`config.mk`:
```
export PLATFORM = sky130hd
export DESIGN_NAME = smtc_ctrl
export DESIGN_NICKNAME = d
export VERILOG_FILES = /design/src/design/smtc_pkg.sv /design/src/design/smtc_ctrl.sv
export SDC_FILE = /design/constraint.sdc
export NUM_CORES = 1
export LEC_CHECK = 0
export BUFFER_PORTS_ARGS = -buffer_cell sky130_fd_sc_hd__buf_2
export CAP_MARGIN = 20
export CORE_UTILIZATION = 45
export DETAILED_ROUTE_END_ITERATION = 16
export PLACE_DENSITY_LB_ADDON = 0.12
export RECOVER_POWER = 25
export SLEW_MARGIN = 5
export SYNTH_ARGS = -nofsm -noshare
export SYNTH_HDL_FRONTEND = slang
export SYNTH_SLANG_ARGS = --single-unit
```
`constraint.sdc`:
```
create_clock -name clock -period 2.36 [get_ports clock]
set_input_delay 0.354 -clock clock [delete_from_list [all_inputs] [get_ports clock]]
set_output_delay 0.354 -clock clock [all_outputs]
set_load 0.03 [all_outputs]
```
`src/design/smtc_pkg.sv`:
```
// shared types and constants for the skeleton model transform chain
// no dependencies; imported by the controller, datapath, top level and checker

package smtc_pkg;

   localparam int MAX_BONES   = 256;
   localparam int FRAC_BITS   = 16;

   localparam int BONE_W      = 8;
   localparam int CNT_W       = 9;
   localparam int VAL_W       = 32;
   localparam int MARK_W      = (MAX_BONES > 1) ? $clog2(MAX_BONES) : 1;
   localparam int STORE_AW    = MARK_W + 4;
   localparam int LIM_W       = ($clog2(MAX_BONES + 1) > CNT_W) ? $clog2(MAX_BONES + 1) : CNT_W;
   localparam int PROD_W      = 2 * VAL_W;
   localparam int ACC_W       = PROD_W + 2;

   localparam int REQ_DATA_W  = 56;
   localparam int RSP_DATA_W  = 48;

   localparam logic [CNT_W-1:0] BONE_COUNT_RESET = CNT_W'(256);

   typedef enum logic [1:0] {
      ST_OK     = 2'd0,
      ST_BONE   = 2'd1,
      ST_PARENT = 2'd2
   } status_type;

   // controller to datapath
   typedef struct packed {
      logic       accept;
      logic       mac_issue;
      logic       emit_load;
      logic       err_load;
      logic [5:0] idx;
   } cmd_type;

   // datapath to controller
   typedef struct packed {
      logic       req_last;
      logic       req_has_parent;
      status_type req_err;
      logic       out_free;
      logic       pipe_busy;
   } sts_type;

endpackage

```
`src/design/smtc_ctrl.sv`:
```
// sequencer for the transform chain: request intake, multiply-accumulate issue, result emission
// depends on smtc_pkg

module smtc_ctrl
   import smtc_pkg::*;
(
   input  logic    clock,
   input  logic    reset,
   input  logic    req_tvalid,
   output logic    req_tready,
   input  sts_type sts,
   output cmd_type cmd
);

   typedef enum logic [2:0] {
      S_IDLE,
      S_MAC,
      S_DRAIN,
      S_EMIT,
      S_ERR
   } state_type;

   state_type  state_ff;
   logic [5:0] cnt_ff;

   assign req_tready    = (state_ff == S_IDLE);
   assign cmd.accept    = req_tvalid && req_tready;
   assign cmd.mac_issue = (state_ff == S_MAC);
   assign cmd.emit_load = (state_ff == S_EMIT) && sts.out_free;
   assign cmd.err_load  = (state_ff == S_ERR) && sts.out_free;
   assign cmd.idx       = cnt_ff;

   always_ff @(posedge clock) begin
      if (reset) begin
         state_ff <= S_IDLE;
         cnt_ff   <= '0;
      end else begin
         unique case (state_ff)
            S_IDLE: begin
               cnt_ff <= '0;
               if (cmd.accept && sts.req_last) begin
                  priority if (sts.req_err != ST_OK) begin
                     state_ff <= S_ERR;
                  end else if (sts.req_has_parent) begin
                     state_ff <= S_MAC;
                  end else begin
                     state_ff <= S_EMIT;
                  end
               end
            end
            S_MAC: begin
               cnt_ff <= cnt_ff + 6'd1;
               if (cnt_ff == 6'd63) begin
                  state_ff <= S_DRAIN;
               end
            end
            S_DRAIN: begin
               cnt_ff <= '0;
               if (!sts.pipe_busy) begin
                  state_ff <= S_EMIT;
               end
            end
            S_EMIT: begin
               if (sts.out_free) begin
                  cnt_ff <= cnt_ff + 6'd1;
                  if (cnt_ff[3:0] == 4'd15) begin
                     state_ff <= S_IDLE;
                  end
               end
            end
            S_ERR: begin
               if (sts.out_free) begin
                  state_ff <= S_IDLE;
               end
            end
            default: begin
               state_ff <= S_IDLE;
            end
         endcase
      end
   end

endmodule

```
[After elaboration in Yosys (flattened, before gate mapping)]
Cells that the tools add are included.
Cells by class
  add/subtract/negate cells: 1
  eq/ne operators: 12
  multiplexer cells: 11
  reduce and logical (&&, ||, !) cells: 10
Operators with widths (count)
  two-way mux 3 bit: 7
  case mux 6 bit (3 select lines): 1
  case mux 3 bit (5 select lines): 1
  adder 6 x 1 -> 6 bit (second input constant): 1
  == test 3 x 2 -> 1 bit (second input constant): 2
  == test 6 bit (second input constant): 1
  two-way mux 6 bit: 1
  != test 2 x 1 -> 1 bit (second input constant): 3
  != test 2 bit (second input constant): 3
  AND reduction 6 bit: 1
  == test 4 bit (second input constant): 1
  logical AND 1 bit: 4
  == test 3 x 1 -> 1 bit (second input constant): 1
  == test 3 bit (second input constant): 1
  zero test 3 bit: 1
  nonzero test 3 bit: 1
  two-way mux 2 bit: 1
  AND reduction 2 bit: 1
  nonzero test 2 bit: 1
  OR reduction 2 bit: 1
Word-level totals
  register bits: 9
  input bits: 9
  output and inout port bits: 11
  word-level logic and storage cells: 36

[Logic depth before layout (Yosys ltp)]
Gate-level depths: netlist (run 1).
  depth in word-level cells: 5
  gate-level depth with buffers: 5
  mapped depth without buffers: 5

[Worst setup path before layout (run 1)]
OpenSTA, ideal clock, no wires.
  path kind: register -> output
  start point: register state_ff[2]
  end point: output port cmd[9] in the netlist's numbering
  data arrival time: 1.589 ns
  data required time: 2.006 ns
  setup slack: 0.417 ns
  stages on the path, launching flop included: 5
  path buffers: 1
  cells stage by stage: dfxtp_1 buf_4 or2_2 nor2_1 and2_1
RTL lines
  start, declared: RTL line smtc_ctrl.sv:23  | state_type state_ff;
  start signal, assigned: RTL line smtc_ctrl.sv:35  | state_ff <= S_IDLE;
  start signal, assigned: RTL line smtc_ctrl.sv:43  | state_ff <= S_ERR;
  start signal, assigned: RTL line smtc_ctrl.sv:45  | state_ff <= S_MAC;
  end, declared: RTL line smtc_ctrl.sv:12  | output cmd_type cmd

==> results.toml, run 1 <==
[timing]
setup_violations = 0
finalCriticalPeriod_ns = 1.838
slew_headroom_pct = 71.38
rsz0062_at_grt = "false"
fin_skew_ns = 0.0006896
period_share_pct = 77.86
setup_ws_ns = 0.5225
setup_tns_ns = 0
hold_viol_final = 0
fmaxAchievable_mhz = 544.2
slew_violations = 0
tightestPinTransition_ns = 0.4287

[cells_and_area]
layout_commonest_cell = "buf_2"
nets = 105
stdcell_count = 108
diodes = 0
area_growth_syn_to_layout_pct = 17.31
fin_area_um2 = 686.9
layout-drive-gt1-share_pct = 22.34
layout_common_cells = "buf_2 (14), nor2_1 (12), dfxtp_1 (9)"

[floorplanning]
num_rows = 12
die_y_um = 38.07
initial_utilization_pct = 50.65
die-width_um = 38.07
io-pin-count = 20
coreArea_mm2 = 0.001156
die-area_mm2 = 0.001449

[pwr]
p_per_area_mw_per_mm2 = 596.6
p_leak_nw = 0.2791
ir_drop_mv = 0.3629

[cts]
insertion_delay_ns = 0.26
cts_setup_buffers = 0
cts.repair.resized = 0
clock_path_buffers = 2
htreeDepth = 1
cts_made_buffers = 3
path_clk_slew_ns = 0.06
cts_root_buf = "clkbuf_4"
hold_buffers = 0
cts_tree = "built"
clkSinkCount = 9

[grt]
antenna_found_initial = 0
grt_use_total_pct = 20.29
grt_overflow_total = 0
grt_first_pass_wirelength_mm = 2.007
grt_pass1_vias = 476
grt_max_degree = 12

[critical_path]
end_kind = "output port"
path_cells = "or2_2, nor2_1, and2_1, buf_2"
path_delay_family = "simple AND/OR/NAND/NOR gates"
worst-path-max-fanout = 10
cpMaxStageDelayCell = "dfxtp_1"
r2r_slack_ns = 0.89
worstPathArrival_ns = 1.48
startpoint_type = "flop"
path_class = "flop to output port"
required_ns = 2.01
max_stage_delay_ns = 0.41
crit_buf_inv = 1

[placed_design]
gp_congestion = 0.8356
port-buffer-count = 19
dpl_worst_slack_ns = 0.8125
hpwl_um = 929.3
placedCellCount = 104
dpl_cell_area_um2 = 666.9

[drt]
num_vias = 596
drt_iter0_markers = 21
drc = 0
firstDrtPassIters = 4
ant_nets = 0
viasPerCell = 5.519
post_drt_wl_per_cell_um = 11.69
wirelength_mm = 1.262

[synthesis]
synth_seq_area_share_pct = 30.77
ys_types = 32
ys_async_sr_fraction_pct = 0
synth_cells = 75
yosys_warnings = 0
synth.cell_area_um2 = 585.6
synth.avg_cell_area_um2 = 7.807
synth_flop_cell = "dfxtp_1"
synth_fp_nets = 85
ys_seq_elements = 9
synth_edf_count = 0

[worst_hold_path]
min_path_type = "input port to flop"

[outcome]
status = "complete, no violations"

[job]
maxCapViolCount = 0
==> cell type report <==
cell class	instances	area [µm²]
Fill cell	116	469.2
Multi-Input combinational cell	60	366.6
Sequential cell	9	180.2
Timing Repair Buffer	19	88.84
Clock buffer	4	26.28
Tap cell	14	17.52
Inverter	2	7.507
==> Yosys cell counts (2+ instances only) <==
master	n	area, µm²
buf_4	2	15.01
a31oi_1	3	18.77
nand2_1	6	22.52
nor2_1	12	45.04
or4b_1	2	20.02
o211ai_1	2	15.01
nand3_1	5	25.02
o21ai_0	3	15.01
or4_1	2	15.01
mux2i_1	2	20.02
dfxtp_1	9	180.2
a21oi_1	4	20.02
inv_1	2	7.510
nor3_1	3	15.01
==> worst reg2reg max path, cell delays in order, from the launching register on <==
cell and delay [ns]:
dfxtp_1 0.53, nor2_1 0.18, or4b_1 0.52, a31oi_1 0.17
==> cell families (layout without fill, tap and decap cells) <==
group	count (synthesis)	count (layout)	share of synthesized area, %
compound gates	17	17	19.87
fa+ha+maj	1	1	2.136
buf+inv	6	25	6.623
flops	9	9	30.77
mux	2	2	3.419
simple gates	40	40	37.18
==> through the flow <==
stage | hold slack [ns] | utilization, % | power, mW
4_1_cts | 0.3853 | 59.96 | 0.4125
5_1_grt | 0.3988 | 59.42 | 0.4332
3_3_place_gp | 0.5077 | 57.68 | 0.2873
6_report | 0.3889 | 59.42 | 0.4098
2_1_floorplan | 0.5255 | - | 0.2642
3_5_place_dp | 0.5092 | 57.68 | 0.2893
==> metal layers <==
metal	share of wire, %	vias up	GRT usage, %
met5	0	-	0
met3	4.3	2	3.488
met1	51	262	29.14
met2	43	22	28.39
li1	-	310	-
met4	0.87	0	10.71
==> sequential cells by signal, summed over array words and instances (netlist names) <==
name and cells:
cnt_ff 6, state_ff 3
==> final timing paths <==
kind,from,end,cells after the start
setup reg to reg,state_ff[0],cnt_ff[2],3
hold / removal,reset,cnt_ff[4],2
setup / recovery,state_ff[0],cmd[9],4
hold reg to reg,cnt_ff[5],cnt_ff[5],2
==> report_power, final <==
group          switching [mW]  internal (mW)  leakage (nW)  total, mW
registers              0.0159          0.159        0.0728      0.175
clock network          0.0584         0.0654        0.0150      0.124
logic                  0.0700         0.0412         0.191      0.111
Power figures use the tool's default switching activity.
==> run 2, diff against run 1 <==
==> constraint.sdc (replaced) <==
create_clock -name clock -period 1.81 [get_ports clock]
set_input_delay 0.2715 -clock clock [delete_from_list [all_inputs] [get_ports clock]]
set_output_delay 0.2715 -clock clock [all_outputs]
set_load 0.03 [all_outputs]
==> run 2 against run 1 <==
- global-route usage increased by 1.0 points
- combinational power increased by 31%
- core utilization increased by 0.43 points
- power increased by 32%
- count of clock-buffer cells in the layout unchanged
- final cell count unchanged
- design area increased by 0.73%
- non-clock buffer count unchanged
- sequential cell count unchanged
- first-iteration DRC count decreased by 62%
- clock skew increased by 0.0033 ns
- critical path type unchanged
- highest routed layer unchanged
==> results.toml, run 2 (same netlist as run 1, synthesis figures left out) <==
[cells_and_area]
fillers = 133
largest_register = "cnt_ff"
ff_latch_area_um2 = 181.4
top_regs = "cnt_ff x6, state_ff x3"
diodes = 0
layout-drive-gt1-share_pct = 25.53
area_growth_syn_to_layout_pct = 18.16
nets = 105
layout_commonest_cell = "buf_2"
multiInputGateArea_um2 = 369.1
largest_register_ffs = 6
layout_common_cells = "buf_2 (15), nor2_1 (11), dfxtp_1 (8)"

[drt]
ant_nets = 0
wirelength_mm = 1.279
drc = 0
drt_iter0_markers = 8
firstDrtPassIters = 4
num_vias = 602
post_drt_wl_per_cell_um = 11.84
viasPerCell = 5.574

[timing]
rsz0062_at_grt = "false"
period_share_pct = 96.32
hold_viol_final = 0
fmaxAchievable_mhz = 573.6
slew_violations = 0
slew_headroom_pct = 70.11
setup_ws_ns = 0.06668
finalCriticalPeriod_ns = 1.743
setup_violations = 0
tightestPinTransition_ns = 0.4477
fin_skew_ns = 0.004004
setup_tns_ns = 0

[placed_design]
hpwl_um = 926.8
gp_congestion = 0.8380
port-buffer-count = 19
dpl_worst_slack_ns = 0.3391

[grt]
grt_pass1_vias = 492
grt_first_pass_wirelength_mm = 2.111
grt_max_degree = 12
antenna_found_initial = 0
grt_use_total_pct = 21.30
grt_overflow_total = 0

[floorplanning]
initial_utilization_pct = 50.65
die-width_um = 38.07
die_y_um = 38.07
die-area_mm2 = 0.001449
coreArea_mm2 = 0.001156
num_rows = 12
io-pin-count = 20

[cts]
htreeDepth = 1
cts_made_buffers = 3
clock_path_buffers = 2
clkSinkCount = 9
cts_root_buf = "clkbuf_4"
insertion_delay_ns = 0.27
path_clk_slew_ns = 0.07
hold_buffers = 0
cts_tree = "built"

[pwr]
seqPwrFrac_pct = 42.3
internal_power_mw = 0.3475
ir_drop_mv = 0.4185
swShare_pct = 35.66
p_clk_share_pct = 30.8
power_switching_mw = 0.1926
finalPower_mw = 0.5402
combPwrFrac_pct = 26.9
p_per_area_mw_per_mm2 = 780.7
p_leak_nw = 0.2846

[critical_path]
worstPathArrival_ns = 1.47
startpoint_type = "flop"
critPathLaunch = "state_ff[2]"
required_ns = 1.54
worst-path-max-fanout = 11
path_class = "flop to output port"
r2r-start = "state_ff[2]"
end_kind = "output port"

[job]
maxCapViolCount = 0

[outcome]
status = "complete, no violations"

[worst_hold_path]
hp-start = "reset"
min_path_type = "input port to flop"
## run 2: cell types whose count changed in the layout (fill, tap and decap cells not counted)
cell	before	now
dfxtp_1	9	8
nor2_2	0	1
buf_2	14	15
clkbuf_1	6	5
dfxtp_2	0	1
nor2_1	12	11
## run 2: layout make-up
class,count,area share (%)
Clock buffer,4,3.797
Inverter,2,1.085
Multi-Input combinational cell,60,53.35
Sequential cell,9,26.22
Tap cell,14,2.532
Timing Repair Buffer,19,13.02
## run 2: path summary, 6_finish.rpt
kind	endpoint	slack [ns]	cells past startpoint
max reg2reg	cnt_ff[5]	0.35	3
min	cnt_ff[3]	0.29	2
max	cmd[9]	0.07	4
min reg2reg	cnt_ff[3]	0.53	2
## run 2: power by group through the flow
| stage | registers, mW | clock network [mW] | logic (mW) |
|---|---|---|---|
| floorplan | 0.224 | 0 | 0.123 |
| global placement | 0.231 | 0 | 0.145 |
| detailed placement | 0.232 | 0 | 0.146 |
| CTS | 0.228 | 0.168 | 0.147 |
| global route | 0.231 | 0.178 | 0.162 |
| finish | 0.228 | 0.166 | 0.145 |
## run 2: critical path, cell delays in order (launching register included)
cell	delay, ns
dfxtp_1	0.40
or2_2	0.38
nor2_2	0.10
and2_1	0.13
buf_2	0.19
## run 2: metal layers
layer | track usage, % | up-vias | share of wire, % | wire length (µm)
li1 | - | 316 | - | -
met1 | 32.49 | 262 | 54 | 692
met2 | 26.69 | 19 | 39 | 503
met3 | 3.488 | 5 | 4.1 | 52
met4 | 13.39 | 0 | 2.3 | 30
met5 | 0 | - | 0 | 0
## run 2: through the flow
step	hold WS, ns	utilization, %	area [µm²]	instances
floorplan	0.4836	-	588.1	75
global placement	0.5076	57.90	669.4	104
detailed placement	0.5225	57.90	669.4	104
CTS	0.2930	60.17	695.7	108
global route	0.3179	59.85	691.9	108
finish	0.2903	59.85	691.9	108
## run 2: repair_timing
item                                    4_1_cts  5_1_grt
buffers inserted                              0        0
endpoints found under the setup margin        0        1
gates resized for setup                       0        1
